File: config.mk
export PLATFORM = sky130hd
export DESIGN_NAME = rgb_knob_editor_with_pickup
export DESIGN_NICKNAME = d
export VERILOG_FILES = /design/src/rtl/core/rke_pkg.sv /design/src/rtl/core/rke_cfg_regs.sv /design/src/rtl/core/rke_ctrl.sv /design/src/rtl/core/rke_datapath.sv /design/src/rtl/core/rgb_knob_editor_with_pickup.sv
export VERILOG_INCLUDE_DIRS = /design/src /design/src/rtl/core
export SDC_FILE = /design/constraint.sdc
export NUM_CORES = 1
export LEC_CHECK = 0
export ABC_CLOCK_PERIOD_IN_PS = 10600
export BUFFER_PORTS_ARGS = -buffer_cell sky130_fd_sc_hd__buf_2
export CAP_MARGIN = 25
export CORE_MARGIN = 2
export CORE_UTILIZATION = 40
export CTS_BUF_LIST = sky130_fd_sc_hd__clkbuf_16
export DETAILED_ROUTE_END_ITERATION = 6
export SYNTH_ARGS = -nofsm -noshare
export SYNTH_HDL_FRONTEND = slang
export SYNTH_SLANG_ARGS = --single-unit
File: constraint.sdc
create_clock -name clk_i -period 10.6 [get_ports clk_i]
set_input_delay 2.12 -clock clk_i [delete_from_list [all_inputs] [get_ports clk_i]]
set_output_delay 2.12 -clock clk_i [all_outputs]
set_load 0.03 [all_outputs]
File: src/rtl/core/rgb_knob_editor_with_pickup_macros.svh
// Assertion macros for the RGB knob editor.
`ifndef RGB_KNOB_EDITOR_WITH_PICKUP_MACROS_SVH
`define RGB_KNOB_EDITOR_WITH_PICKUP_MACROS_SVH

`ifndef SYNTHESIS
`define RKE_ASSERT_IMPLIES(label, ante, cons) \
  label: assert property (@(posedge clk_i) disable iff (!rst_ni) (ante) |-> (cons)) \
    else $error("rgb_knob_editor_with_pickup: property failed");
`define RKE_ASSERT_NEXT(label, ante, cons) \
  label: assert property (@(posedge clk_i) disable iff (!rst_ni) (ante) |=> (cons)) \
    else $error("rgb_knob_editor_with_pickup: property failed");
`else
`define RKE_ASSERT_IMPLIES(label, ante, cons)
`define RKE_ASSERT_NEXT(label, ante, cons)
`endif

`endif

File: src/rtl/core/rke_pkg.sv
// Shared types, constants and the divide-by-full-scale function of the knob editor.
package rke_pkg;

  localparam int unsigned LEVEL_W   = 10;
  localparam int unsigned BAR_W     = 7;
  localparam int unsigned COL_W     = 6;
  localparam int unsigned CHAN_W    = 2;
  localparam int unsigned TIME_W    = 32;
  localparam int unsigned HOLDOFF_W = 16;
  localparam int unsigned PROD_W    = 2 * LEVEL_W;
  localparam int unsigned NUM_CHANNELS = 3;

  localparam logic [LEVEL_W-1:0]   FULL_SCALE    = 10'd1023;
  localparam logic [LEVEL_W-1:0]   BAR_LENGTH    = 10'd75;
  localparam logic [LEVEL_W-1:0]   RED_BLUE_MAX  = 10'd31;
  localparam logic [LEVEL_W-1:0]   GREEN_MAX     = 10'd63;
  localparam logic [LEVEL_W-1:0]   RESET_LEVEL   = 10'd256;
  localparam logic [LEVEL_W-1:0]   RESET_WINDOW  = 10'd50;
  localparam logic [HOLDOFF_W-1:0] RESET_HOLDOFF = 16'd200;
  localparam logic [BAR_W-1:0]     BAR_CAP       = 7'd127;
  localparam logic [COL_W-1:0]     GREEN_CAP     = 6'd63;
  localparam logic [COL_W-1:0]     RED_BLUE_CAP  = 6'd31;
  localparam logic [CHAN_W-1:0]    FIRST_CHAN    = 2'd0;
  localparam logic [CHAN_W-1:0]    GREEN_CHAN    = 2'd1;
  localparam logic [CHAN_W-1:0]    LAST_CHAN     = CHAN_W'(NUM_CHANNELS - 1);

  typedef enum logic [2:0] {
    ST_IDLE,
    ST_TOGGLE,
    ST_SELECT,
    ST_PICKUP,
    ST_LOAD,
    ST_MUL,
    ST_DIV,
    ST_DONE
  } ctrl_state_e;

  typedef enum logic [1:0] {
    OP_DRIVE,
    OP_BAR,
    OP_COLOUR
  } op_kind_e;

  typedef enum logic {
    REG_PICKUP_WINDOW = 1'b0,
    REG_MODE_HOLDOFF  = 1'b1
  } reg_index_e;

  typedef struct packed {
    logic                capture;
    logic                toggle;
    logic                select;
    logic                pickup;
    logic                load_work;
    logic                issue;
    logic                writeback;
    logic                load_out;
    op_kind_e            kind;
    logic [CHAN_W-1:0]   chan;
  } dp_cmd_t;

  typedef struct packed {
    logic [LEVEL_W-1:0]   pickup_window;
    logic [HOLDOFF_W-1:0] mode_holdoff_ms;
  } cfg_t;

  // floor(x / 1023): x = 1024a + b gives x = 1023a + (a + b), then correct by up to two
  function automatic logic [LEVEL_W-1:0] div_full_scale(input logic [PROD_W-1:0] x);
    logic [LEVEL_W-1:0] hi_part;
    logic [LEVEL_W:0]   rem_sum;
    logic [LEVEL_W:0]   quot;
    hi_part = x[PROD_W-1:LEVEL_W];
    rem_sum = {1'b0, hi_part} + {1'b0, x[LEVEL_W-1:0]};
    quot    = {1'b0, hi_part};
    if (rem_sum >= {FULL_SCALE, 1'b0}) begin
      quot = quot + (LEVEL_W+1)'(2);
    end else if (rem_sum >= {1'b0, FULL_SCALE}) begin
      quot = quot + (LEVEL_W+1)'(1);
    end
    return quot[LEVEL_W] ? {LEVEL_W{1'b1}} : quot[LEVEL_W-1:0];
  endfunction

endpackage

File: src/rtl/core/rke_cfg_regs.sv
// Configuration register file with its APB-style access port.
module rke_cfg_regs import rke_pkg::*; (
  input  logic        clk_i,
  input  logic        rst_ni,
  input  logic        psel,
  input  logic        penable,
  input  logic        pwrite,
  input  logic        reg_sel,
  input  logic [31:0] pwdata,
  output logic [31:0] prdata,
  output logic        pready,
  output cfg_t        cfg_o
);

  cfg_t       cfg_q;
  cfg_t       cfg_d;
  logic       wr_en;
  reg_index_e idx;

  assign pready = 1'b1;
  assign wr_en  = psel && penable && pwrite;
  assign idx    = reg_index_e'(reg_sel);
  assign cfg_o  = cfg_q;

  always_comb begin
    cfg_d = cfg_q;
    if (wr_en) begin
      unique case (idx)
        REG_PICKUP_WINDOW: cfg_d.pickup_window   = pwdata[LEVEL_W-1:0];
        REG_MODE_HOLDOFF:  cfg_d.mode_holdoff_ms = pwdata[HOLDOFF_W-1:0];
        default:           cfg_d = cfg_q;
      endcase
    end
  end

  always_comb begin
    unique case (idx)
      REG_PICKUP_WINDOW: prdata = 32'(cfg_q.pickup_window);
      REG_MODE_HOLDOFF:  prdata = 32'(cfg_q.mode_holdoff_ms);
      default:           prdata = '0;
    endcase
  end

  always_ff @(posedge clk_i or negedge rst_ni) begin
    if (!rst_ni) begin
      cfg_q.pickup_window   <= RESET_WINDOW;
      cfg_q.mode_holdoff_ms <= RESET_HOLDOFF;
    end else begin
      cfg_q <= cfg_d;
    end
  end

endmodule

File: src/rtl/core/rke_ctrl.sv
// Sequencer for one request: state update steps, scale operations and result hand-off.
module rke_ctrl import rke_pkg::*; (
  input  logic    clk_i,
  input  logic    rst_ni,
  input  logic    in_valid_i,
  output logic    in_stall_o,
  output logic    out_valid_o,
  input  logic    out_stall_i,
  output dp_cmd_t cmd_o
);

  ctrl_state_e       state_q, state_d;
  op_kind_e          kind_q, kind_d;
  logic [CHAN_W-1:0] chan_q, chan_d;
  logic              out_valid_q, out_valid_d;

  assign in_stall_o  = (state_q != ST_IDLE);
  assign out_valid_o = out_valid_q;

  always_comb begin
    state_d     = state_q;
    kind_d      = kind_q;
    chan_d      = chan_q;
    out_valid_d = out_valid_q && out_stall_i;
    cmd_o       = '0;
    cmd_o.kind  = kind_q;
    cmd_o.chan  = chan_q;
    unique case (state_q)
      ST_IDLE: begin
        if (in_valid_i) begin
          cmd_o.capture = 1'b1;
          state_d       = ST_TOGGLE;
        end
      end
      ST_TOGGLE: begin
        cmd_o.toggle = 1'b1;
        state_d      = ST_SELECT;
      end
      ST_SELECT: begin
        cmd_o.select = 1'b1;
        state_d      = ST_PICKUP;
      end
      ST_PICKUP: begin
        cmd_o.pickup = 1'b1;
        state_d      = ST_LOAD;
      end
      ST_LOAD: begin
        cmd_o.load_work = 1'b1;
        kind_d          = OP_DRIVE;
        chan_d          = FIRST_CHAN;
        state_d         = ST_MUL;
      end
      ST_MUL: begin
        cmd_o.issue = 1'b1;
        state_d     = ST_DIV;
      end
      ST_DIV: begin
        cmd_o.writeback = 1'b1;
        state_d         = ST_MUL;
        case (kind_q)
          OP_DRIVE: kind_d = OP_BAR;
          OP_BAR:   kind_d = OP_COLOUR;
          default: begin
            kind_d = OP_DRIVE;
            if (chan_q == LAST_CHAN) begin
              state_d = ST_DONE;
            end else begin
              chan_d = chan_q + CHAN_W'(1);
            end
          end
        endcase
      end
      ST_DONE: begin
        if (!out_valid_q || !out_stall_i) begin
          cmd_o.load_out = 1'b1;
          out_valid_d    = 1'b1;
          state_d        = ST_IDLE;
        end
      end
      default: state_d = ST_IDLE;
    endcase
  end

  always_ff @(posedge clk_i or negedge rst_ni) begin
    if (!rst_ni) begin
      state_q     <= ST_IDLE;
      kind_q      <= OP_DRIVE;
      chan_q      <= FIRST_CHAN;
      out_valid_q <= 1'b0;
    end else begin
      state_q     <= state_d;
      kind_q      <= kind_d;
      chan_q      <= chan_d;
      out_valid_q <= out_valid_d;
    end
  end

endmodule

File: src/rtl/core/rke_datapath.sv
// Editor state, shared multiply and divide-by-full-scale unit, and result registers.
module rke_datapath import rke_pkg::*; (
  input  logic                 clk_i,
  input  logic                 rst_ni,
  input  dp_cmd_t              cmd_i,
  input  cfg_t                 cfg_i,
  input  logic [LEVEL_W-1:0]   knob_sample_i,
  input  logic                 sample_valid_i,
  input  logic                 mode_press_i,
  input  logic                 select_press_i,
  input  logic [TIME_W-1:0]    now_ms_i,
  output logic [LEVEL_W-1:0]   red_drive_o,
  output logic [LEVEL_W-1:0]   green_drive_o,
  output logic [LEVEL_W-1:0]   blue_drive_o,
  output logic [BAR_W-1:0]     red_bar_o,
  output logic [BAR_W-1:0]     green_bar_o,
  output logic [BAR_W-1:0]     blue_bar_o,
  output logic [15:0]          preview_rgb565_o,
  output logic                 edit_mode_o,
  output logic [CHAN_W-1:0]    selected_channel_o,
  output logic [LEVEL_W-1:0]   knob_level_o
);

  logic [LEVEL_W-1:0] knob_q;
  logic               valid_q;
  logic               mpress_q;
  logic               spress_q;
  logic [TIME_W-1:0]  now_q;

  logic               mode_q;
  logic [CHAN_W-1:0]  chan_q;
  logic [LEVEL_W-1:0] level_q [NUM_CHANNELS];
  logic [LEVEL_W-1:0] held_q;
  logic               tracking_q;
  logic [TIME_W-1:0]  last_toggle_q;

  logic [LEVEL_W-1:0] lvl_sh_q [NUM_CHANNELS];
  logic [LEVEL_W-1:0] drv_sh_q [NUM_CHANNELS];
  logic [BAR_W-1:0]   bar_sh_q [NUM_CHANNELS];
  logic [COL_W-1:0]   col_sh_q [NUM_CHANNELS];
  logic [LEVEL_W-1:0] cur_drive_q;
  logic [BAR_W-1:0]   cur_bar_q;
  logic [PROD_W-1:0]  prod_q;

  logic [TIME_W-1:0]  elapsed;
  logic               toggle_hit;
  logic [CHAN_W-1:0]  next_chan;
  logic [LEVEL_W-1:0] stored;
  logic [LEVEL_W-1:0] win_lo;
  logic [LEVEL_W:0]   win_hi;
  logic               in_window;
  logic [LEVEL_W-1:0] op_a;
  logic [LEVEL_W-1:0] op_b;
  logic [PROD_W-1:0]  prod_d;
  logic [LEVEL_W-1:0] quot;
  logic [BAR_W-1:0]   bar_sat;
  logic [COL_W-1:0]   col_cap;
  logic [COL_W-1:0]   col_sat;

  assign elapsed    = now_q - last_toggle_q;
  assign toggle_hit = mpress_q && (elapsed > TIME_W'(cfg_i.mode_holdoff_ms));
  assign next_chan  = (chan_q == LAST_CHAN) ? FIRST_CHAN : chan_q + CHAN_W'(1);

  assign stored    = level_q[chan_q];
  assign win_lo    = (stored > cfg_i.pickup_window) ? stored - cfg_i.pickup_window : '0;
  assign win_hi    = {1'b0, stored} + {1'b0, cfg_i.pickup_window};
  assign in_window = (held_q >= win_lo) && ({1'b0, held_q} <= win_hi);

  assign op_a = (cmd_i.kind == OP_DRIVE) ? lvl_sh_q[0] : cur_drive_q;

  always_comb begin
    case (cmd_i.kind)
      OP_DRIVE:  op_b = mode_q ? FULL_SCALE : held_q;
      OP_BAR:    op_b = BAR_LENGTH;
      OP_COLOUR: op_b = (cmd_i.chan == GREEN_CHAN) ? GREEN_MAX : RED_BLUE_MAX;
      default:   op_b = '0;
    endcase
  end

  assign prod_d  = PROD_W'(op_a) * PROD_W'(op_b);
  assign quot    = div_full_scale(prod_q);
  assign bar_sat = (quot > LEVEL_W'(BAR_CAP)) ? BAR_CAP : quot[BAR_W-1:0];
  assign col_cap = (cmd_i.chan == GREEN_CHAN) ? GREEN_CAP : RED_BLUE_CAP;
  assign col_sat = (quot > LEVEL_W'(col_cap)) ? col_cap : quot[COL_W-1:0];

  always_ff @(posedge clk_i or negedge rst_ni) begin
    if (!rst_ni) begin
      mode_q        <= 1'b0;
      chan_q        <= FIRST_CHAN;
      held_q        <= '0;
      tracking_q    <= 1'b1;
      last_toggle_q <= '0;
      for (int i = 0; i < NUM_CHANNELS; i++) begin
        level_q[i] <= RESET_LEVEL;
      end
    end else begin
      if (cmd_i.toggle) begin
        if (toggle_hit) begin
          mode_q        <= !mode_q;
          last_toggle_q <= now_q;
          tracking_q    <= 1'b1;
        end
        if (valid_q) begin
          held_q <= knob_q;
        end
      end
      if (cmd_i.select && mode_q && spress_q) begin
        if (tracking_q) begin
          level_q[chan_q] <= held_q;
        end
        chan_q     <= next_chan;
        tracking_q <= 1'b0;
      end
      if (cmd_i.pickup && mode_q) begin
        if (!tracking_q && in_window) begin
          tracking_q <= 1'b1;
        end
        if (tracking_q || in_window) begin
          level_q[chan_q] <= held_q;
        end
      end
    end
  end

  always_ff @(posedge clk_i) begin
    if (cmd_i.capture) begin
      knob_q   <= knob_sample_i;
      valid_q  <= sample_valid_i;
      mpress_q <= mode_press_i;
      spress_q <= select_press_i;
      now_q    <= now_ms_i;
    end
    if (cmd_i.load_work) begin
      lvl_sh_q <= level_q;
    end
    if (cmd_i.issue) begin
      prod_q <= prod_d;
    end
    if (cmd_i.writeback) begin
      case (cmd_i.kind)
        OP_DRIVE: cur_drive_q <= quot;
        OP_BAR:   cur_bar_q   <= bar_sat;
        default: begin
          // advance all channel lines by one place
          for (int i = 0; i < NUM_CHANNELS - 1; i++) begin
            lvl_sh_q[i] <= lvl_sh_q[i+1];
            drv_sh_q[i] <= drv_sh_q[i+1];
            bar_sh_q[i] <= bar_sh_q[i+1];
            col_sh_q[i] <= col_sh_q[i+1];
          end
          lvl_sh_q[NUM_CHANNELS-1] <= lvl_sh_q[0];
          drv_sh_q[NUM_CHANNELS-1] <= cur_drive_q;
          bar_sh_q[NUM_CHANNELS-1] <= cur_bar_q;
          col_sh_q[NUM_CHANNELS-1] <= col_sat;
        end
      endcase
    end
    if (cmd_i.load_out) begin
      red_drive_o        <= drv_sh_q[0];
      green_drive_o      <= drv_sh_q[1];
      blue_drive_o       <= drv_sh_q[2];
      red_bar_o          <= bar_sh_q[0];
      green_bar_o        <= bar_sh_q[1];
      blue_bar_o         <= bar_sh_q[2];
      preview_rgb565_o   <= {col_sh_q[0][4:0], col_sh_q[1], col_sh_q[2][4:0]};
      edit_mode_o        <= mode_q;
      selected_channel_o <= chan_q;
      knob_level_o       <= held_q;
    end
  end

endmodule

File: src/rtl/core/rgb_knob_editor_with_pickup.sv
// RGB knob editor with soft pickup. After a request is accepted, the toggle, select
// and pickup steps apply the mode toggle with its hold-off, the knob capture, and the
// channel select and pickup edit; a load step copies the channel levels into the work
// line; then nine scale operations (drive, bar length and colour part for each
// channel) pass through one shared 10x10 multiplier and a divide-by-1023 stage, as a
// multiply step and a divide step each, and the result moves into the output register
// once the previous result is no longer stalled. A new request is taken as soon as
// the result sits in that register, even while it is still stalled.
// Configuration: pickup_window at byte address 0, mode_holdoff_ms at 4.
`include "rgb_knob_editor_with_pickup_macros.svh"

module rgb_knob_editor_with_pickup import rke_pkg::*; (
  input  logic                 clk_i,
  input  logic                 rst_ni,
  input  logic                 in_valid_i,
  output logic                 in_stall_o,
  input  logic [LEVEL_W-1:0]   knob_sample_i,
  input  logic                 sample_valid_i,
  input  logic                 mode_press_i,
  input  logic                 select_press_i,
  input  logic [TIME_W-1:0]    now_ms_i,
  output logic                 out_valid_o,
  input  logic                 out_stall_i,
  output logic [LEVEL_W-1:0]   red_drive_o,
  output logic [LEVEL_W-1:0]   green_drive_o,
  output logic [LEVEL_W-1:0]   blue_drive_o,
  output logic [BAR_W-1:0]     red_bar_o,
  output logic [BAR_W-1:0]     green_bar_o,
  output logic [BAR_W-1:0]     blue_bar_o,
  output logic [15:0]          preview_rgb565_o,
  output logic                 edit_mode_o,
  output logic [CHAN_W-1:0]    selected_channel_o,
  output logic [LEVEL_W-1:0]   knob_level_o,
  input  logic                 psel,
  input  logic                 penable,
  input  logic                 pwrite,
  input  logic [2:0]           paddr,
  input  logic [31:0]          pwdata,
  output logic [31:0]          prdata,
  output logic                 pready
);

  dp_cmd_t cmd;
  cfg_t    cfg;

  rke_cfg_regs u_cfg (
    .clk_i   (clk_i),
    .rst_ni  (rst_ni),
    .psel    (psel),
    .penable (penable),
    .pwrite  (pwrite),
    .reg_sel (paddr[2]),
    .pwdata  (pwdata),
    .prdata  (prdata),
    .pready  (pready),
    .cfg_o   (cfg)
  );

  rke_ctrl u_ctrl (
    .clk_i       (clk_i),
    .rst_ni      (rst_ni),
    .in_valid_i  (in_valid_i),
    .in_stall_o  (in_stall_o),
    .out_valid_o (out_valid_o),
    .out_stall_i (out_stall_i),
    .cmd_o       (cmd)
  );

  rke_datapath u_dp (
    .clk_i              (clk_i),
    .rst_ni             (rst_ni),
    .cmd_i              (cmd),
    .cfg_i              (cfg),
    .knob_sample_i      (knob_sample_i),
    .sample_valid_i     (sample_valid_i),
    .mode_press_i       (mode_press_i),
    .select_press_i     (select_press_i),
    .now_ms_i           (now_ms_i),
    .red_drive_o        (red_drive_o),
    .green_drive_o      (green_drive_o),
    .blue_drive_o       (blue_drive_o),
    .red_bar_o          (red_bar_o),
    .green_bar_o        (green_bar_o),
    .blue_bar_o         (blue_bar_o),
    .preview_rgb565_o   (preview_rgb565_o),
    .edit_mode_o        (edit_mode_o),
    .selected_channel_o (selected_channel_o),
    .knob_level_o       (knob_level_o)
  );

  `RKE_ASSERT_NEXT(a_busy_after_accept, in_valid_i && !in_stall_o, in_stall_o)
  `RKE_ASSERT_IMPLIES(a_channel_in_range, out_valid_o, selected_channel_o <= LAST_CHAN)
  `RKE_ASSERT_IMPLIES(a_red_bar_in_range, out_valid_o, LEVEL_W'(red_bar_o) <= BAR_LENGTH)
  `RKE_ASSERT_IMPLIES(a_green_bar_in_range, out_valid_o, LEVEL_W'(green_bar_o) <= BAR_LENGTH)
  `RKE_ASSERT_IMPLIES(a_blue_bar_in_range, out_valid_o, LEVEL_W'(blue_bar_o) <= BAR_LENGTH)

endmodule
-- Word-level counts from Yosys, hierarchy flattened
Memories as Yosys holds them, arrays and structs flattened. A register that Yosys moved wholly into a read port is not among the register bits.
Cells that the tools add are included.
- add/subtract/negate cells: 8
- $mul: 1
- magnitude comparators: 10
- equality and inequality tests: 16
- muxes and demuxes: 56
- bitwise operators: 2
- reductions and logical operators: 29
- operator list (kind ; number):
    two-way mux 30 bit ; 7
    two-way mux 10 bit ; 7
    case mux 32 bit (2 select lines) ; 1
    bitwise mux 30 bit ; 2
    greater-than comparator 32 x 16 -> 1 bit ; 1
    subtractor 32 bit ; 1
    case mux 10 bit (3 select lines) ; 1
    case mux 3 bit (8 select lines) ; 1
    adder 10 x 10 -> 11 bit ; 2
    two-way mux 11 bit ; 2
    binary-select mux 10 bit (select 2 bit) ; 1
    demux 10 bit (select 2 bit) ; 1
    multiplier 10 x 10 -> 20 bit ; 1
    two-way mux 1 bit ; 20
    two-way mux 6 bit ; 3
    AND reduction 2 bit ; 7
    == test 3 bit, second input constant ; 4
    case mux 2 bit (2 select lines) ; 3
    adder 10 x 1 -> 11 bit, second input constant ; 1
    adder 10 x 2 -> 11 bit, second input constant ; 1
    >= comparator 11 x 10 -> 1 bit, second input constant ; 1
    >= comparator 11 bit, second input constant ; 1
    <= comparator 10 x 11 -> 1 bit ; 1
    >= comparator 10 bit ; 1
    26 further kinds ; 51
- register bits: 285
- RAM bits: 69
- input bits: 87
- output and inout port bits: 115
- logic and storage cells: 158
- memories kept: 3
- memories (memory ; depth ; width ; rd ports ; clocked after memory_dff ; write ports ; RTL line ; source):
    u_dp.drv_sh_q ; 3 ; 10 ; 3 ; 1 ; 3 ; rke_datapath.sv:38 ; logic [LEVEL_W-1:0] drv_sh_q [NUM_CHANNELS];
    u_dp.bar_sh_q ; 3 ; 7 ; 3 ; 1 ; 3 ; rke_datapath.sv:39 ; logic [BAR_W-1:0] bar_sh_q [NUM_CHANNELS];
    u_dp.col_sh_q ; 3 ; 6 ; 3 ; 1 ; 3 ; rke_datapath.sv:40 ; logic [COL_W-1:0] col_sh_q [NUM_CHANNELS];

-- Depth between registers and ports, before layout
- depth after elaboration: 11
- mapped depth: 32
- gate-level depth less buffers: 29

-- Hierarchy
From an unflattened synthesis, not the netlist that was laid out.
- cells, all modules: 1750
- area, all modules: 20987.6 µm²
- modules (own cells, without submodules) (module ; instances ; cells an instance ; area an instance (µm²)):
    rke_datapath ; 1 ; 1603 ; 19139.6
    rke_cfg_regs ; 1 ; 93 ; 1380.1
    rke_ctrl ; 1 ; 54 ; 467.9

-- Worst setup path before layout
Ideal clock, no wire load.
- path type: input to register
- start: in out_stall_i
- end: reg u_dp.blue_bar_o[0] (read register of u_dp.bar_sh_q), enable pin
- library setup time: 0.546 ns
- arrival time: 5.945 ns
- required time: 10.054 ns
- path slack: 4.109 ns
- stages on the path: 1
- path buffers: 0
- cells stage by stage: a21oi_1
- longest elaborated chain between the ends: 4
- ends and longest elaborated chain (item ; RTL line ; source):
    from (decl) ; rgb_knob_editor_with_pickup.sv:23 ; input logic out_stall_i,
    logical NOT 1 bit ; rke_ctrl.sv:74 ; if (!out_valid_q || !out_stall_i) begin
    logical OR 1 bit ; rke_ctrl.sv:74 ;
    two-way mux 1 bit ; rke_ctrl.sv:74 ;
    two-way mux 1 bit ; rke_ctrl.sv:28 ; unique case (state_q)
    to (decl) ; rke_datapath.sv:17 ; output logic [BAR_W-1:0] blue_bar_o,
No other way between the ends.
A chain may end at the register's enable or synchronous reset.

-- Worst setup path in the final report
- start: reg u_ctrl.kind_q[1]
- end: reg u_dp.prod_q[19], data pin
- longest elaborated chain between the ends: 3
- ends and longest elaborated chain (item ; RTL line ; source):
    from (decl) ; rke_ctrl.sv:13 ; op_kind_e kind_q, kind_d;
    from (signal assigned) ; rke_ctrl.sv:92 ; kind_q <= kind_d;
    == test 2 bit, or another cell as far along ; rke_datapath.sv:72 ; case (cmd_i.kind)
    case mux 10 bit (3 select lines) or two-way mux 10 bit (tied branches) ; rke_datapath.sv:72, rke_datapath.sv:69 ;
    multiplier 10 x 10 -> 20 bit * ; rke_datapath.sv:80 ; assign prod_d = PROD_W'(op_a) * PROD_W'(op_b);
    via u_dp.prod_d[19] ; rke_datapath.sv:54 ; logic [PROD_W-1:0] prod_d;
    to (signal assigned) ; rke_datapath.sv:137 ; prod_q <= prod_d;
    to (decl) ; rke_datapath.sv:43 ; logic [PROD_W-1:0] prod_q;
Mark *: on every way through the listed nets, which the timed path passes. The rest lies on a longest branch.

==> impl_results.md <==
- Status: complete, no violations
- Cell Rows: 83
- Initial Util: approximately 41%
- Post-synthesis register bit count: 370
- Final worst path period share: about two thirds
- Setup_tns: 0 ns
- Die W: 233 µm
- CTS resizes: 0
- Fin nets: approximately 2300
- Worst r2r path cells: 23
- Layout fillers: around 4800
- CTS tree: done
- Most common cell after layout, fill and taps aside: edfxtp_1
- Top FF cell, synth: edfxtp_1
- # H-tree levels: 2
- Worst Setup End Kind: flip-flop
- Hold endpoint: u_dp.bar_sh_q[2][1]
- Final hold viol count: 0
- FF-to-FF End: u_dp.prod_q[19]
- Largest net degree at the start of global routing: 93
- GRT Util Overall: between 10% and 20%
- CP startpoint kind: flip-flop
- Core area: between 50000 and 60000 µm²
- Dpl hpwl: ~35 mm
- Total die area: 54100 µm²
- Post-synthesis area per instance: 11.7 µm²
- Slew HR: ~28%
- Kind of critical path: reg2reg
- Max incr delay on CP: ~0.90 ns
- Hold Path Stages: 0
- RR Startpoint: u_ctrl.kind_q[1]
- Via count: ~14000
- DRT antenna net count: 0
- EDFF count, synth: 230
- Hold Crit Class: reg2reg
- Slew at the pin closest to its max-slew limit: about 1.1 ns
- GPL Wtd Cong: roughly 0.86
- Initial antenna violation count: 1
- First-pass detailed-route iteration total: 5
- CP cell instances: inv_1 -> ha_1 -> buf_4 -> mux2i_1 -> nor2_1 -> fa_1 -> fa_1 -> inv_1 -> fa_1 -> inv_1 -> fa_1 -> inv_1 -> fa_1 -> inv_1 -> ha_1 -> a21oi_1 -> o21ai_0 -> a41oi_1 -> a21boi_0 -> nand2b_1 -> nand3_1 -> o41a_1 -> xnor2_1
- Max-Cap Viols: 0
- Hold Path Origin: u_dp.cur_bar_q[1]
- # hold bufs at CTS: 0
- Clk root buf: clkbuf_16
- Routed WL per cell: 17.4 µm
- CP max-delay cell: mux2i_1
- Post-CTS Setup Bufs: 0
- Number of global-route vias before repair: 13400
- Mapped Cells: around 1800
- Layout area overhead: 13.9%
- Slew Viols, Final: 0
- Final setup violating endpoints: 0
- Synthesized cell area: ~21000 µm²
- Clock Latency Late Sink: about 0.56 ns
- Iter 0 DRT Violations: between 600 and 700
- Synth top area cells: edfxtp_1, dfrtp_1, ha_1
- Register area: between 10000 and 15000 µm²
- Worst-path clk slew: approximately 0.060 ns
- IO Port Bufs: approximately 170
- I/O Pins: slightly above 200
- Cell class contributing the biggest share of worst-path delay: adder cells
- Die Height: 233 µm
- Period minus WS final: 7.19 ns
- Sink Count: 370
- Asr flop ratio synth: roughly 30%
- Peak Freq: between 100 and 150 MHz
- Clk_skew: just over 0.02 ns
- CTS Buffer Depth: 3
- R2R Setup Slk: 3.41 ns
- Grt ovf: 0
- Post-DR vias/cell: 5.11
- Worst EP arrival: 7.48 ns
- # DRC: 0
- Worst endpoint required time: roughly 11 ns
- First-pass GRT wire length: approximately 73 mm
- Ant. Diodes: 0
- Sequential share of the synthesized area: ~50%
- Most frequent cells in the layout: edfxtp_1, inv_1, buf_2, ha_1, nor2_1
- CP Max Fanout: 19
- Routed WL: roughly 46 mm
- RSZ-0062 raised after global routing: false
- Layout cells sized above 1: roughly 19%
- Synth top area share: 33.0%
- Yosys Warn Count: 0
- Yosys cell types: between 80 and 90
- CTS buffer count: 40
- Area occupied by multi-input gates: around 10000 µm²
- WP buf/inv: 6
- Cell taking the most area after synthesis: edfxtp_1
==> flip-flops by register name, indices dropped and copies added, names as in the netlist, 20 cells and up <==
register and flops:
u_dp.last_toggle_q 32, u_dp.now_q 32, u_dp.drv_sh_q 30, u_dp.level_q 30, u_dp.lvl_sh_q 30, u_cfg.cfg_o 26, u_dp.bar_sh_q 21, u_dp.prod_q 20
==> synthesized netlist by cell type, types with 11 or more instances <==
library cell and instances:
edfxtp_1 230, inv_1 169, ha_1 163, nor2_1 129, nand2_1 122, mux2_2 105, dfrtp_1 100, o21ai_0 86
a21oi_1 73, fa_1 66, mux2i_1 54, xnor2_1 45, a21o_1 41, clkbuf_1 34, nand2b_1 32, dfxtp_1 30
nand3_1 23, buf_4 17, o21a_1 17, xor2_1 17, nor2b_1 16, a211oi_1 15, nor3_1 15, and2_1 13
nand4_1 12, or2_2 12, or3_1 11
==> logic make-up after synthesis <==
logic type               after synthesis  synth area share [%]
AO/OA/AOI/OAI                        313                  9.79
buffers and inverters                228                  4.42
XOR/XNOR                              62                  2.60
AND/OR/NAND/NOR                      419                  9.58
other                                  2                0.0359
flip-flops                           370                  49.1
adder cells (fa/ha/maj)              229                  16.1
multiplexers                         161                  8.37
==> area by class of cell <==
type                       instances  area share [%]
multi-input combinational       1201            41.2
clock buffer                      41            4.31
timing repair buffer             179            4.08
clock inverter                    30            1.05
inverter                         169            2.66
tap                              680            3.57
sequential                       370            43.1
==> routing by layer <==
| metal | vias to the layer above | GRT usage [%] | routed length (µm) | share of wire [%] |
|---|---|---|---|---|
| met4 | 2 | 4.28 | 867 | 1.9 |
| met3 | 62 | 2.43 | 1760 | 3.8 |
| met2 | 255 | 28.2 | 22200 | 48 |
| li1 | 6632 | - | - | - |
| met5 | - | 0 | 13 | 0.028 |
| met1 | 6699 | 24.0 | 21500 | 46 |
==> through the flow <==
stage	instance area, µm²	cells	worst slack [ns]	hold WS (ns)	utilization (%)
4_1_cts	23800	2666	3.43	0.396	46.1
6_report	23800	2670	3.41	0.406	46.2
3_5_place_dp	22500	2595	3.49	0.405	43.6
3_3_place_gp	22400	2593	3.63	0.402	43.6
2_1_floorplan	21000	1799	4.11	0.400	-
5_1_grt	23800	2670	3.02	0.414	46.2
==> worst max-delay path by stage <==
stage	startpoint	depth (start not counted)	slack (ns)	endpoint
floorplan	out_stall_i	1	4.11	u_dp.blue_bar_o[0]
global placement	u_dp.chan_q[1]	27	3.63	u_dp.level_q[14]
detailed placement	u_ctrl.kind_q[1]	23	3.49	u_dp.prod_q[19]
CTS	u_ctrl.kind_q[1]	23	3.43	u_dp.prod_q[19]
global route	u_ctrl.kind_q[1]	23	3.02	u_dp.prod_q[19]
finish	u_ctrl.kind_q[1]	23	3.41	u_dp.prod_q[19]
Power is not shown: default switching activity piles up to over one toggle a cycle in this logic, so the estimate is an artifact.
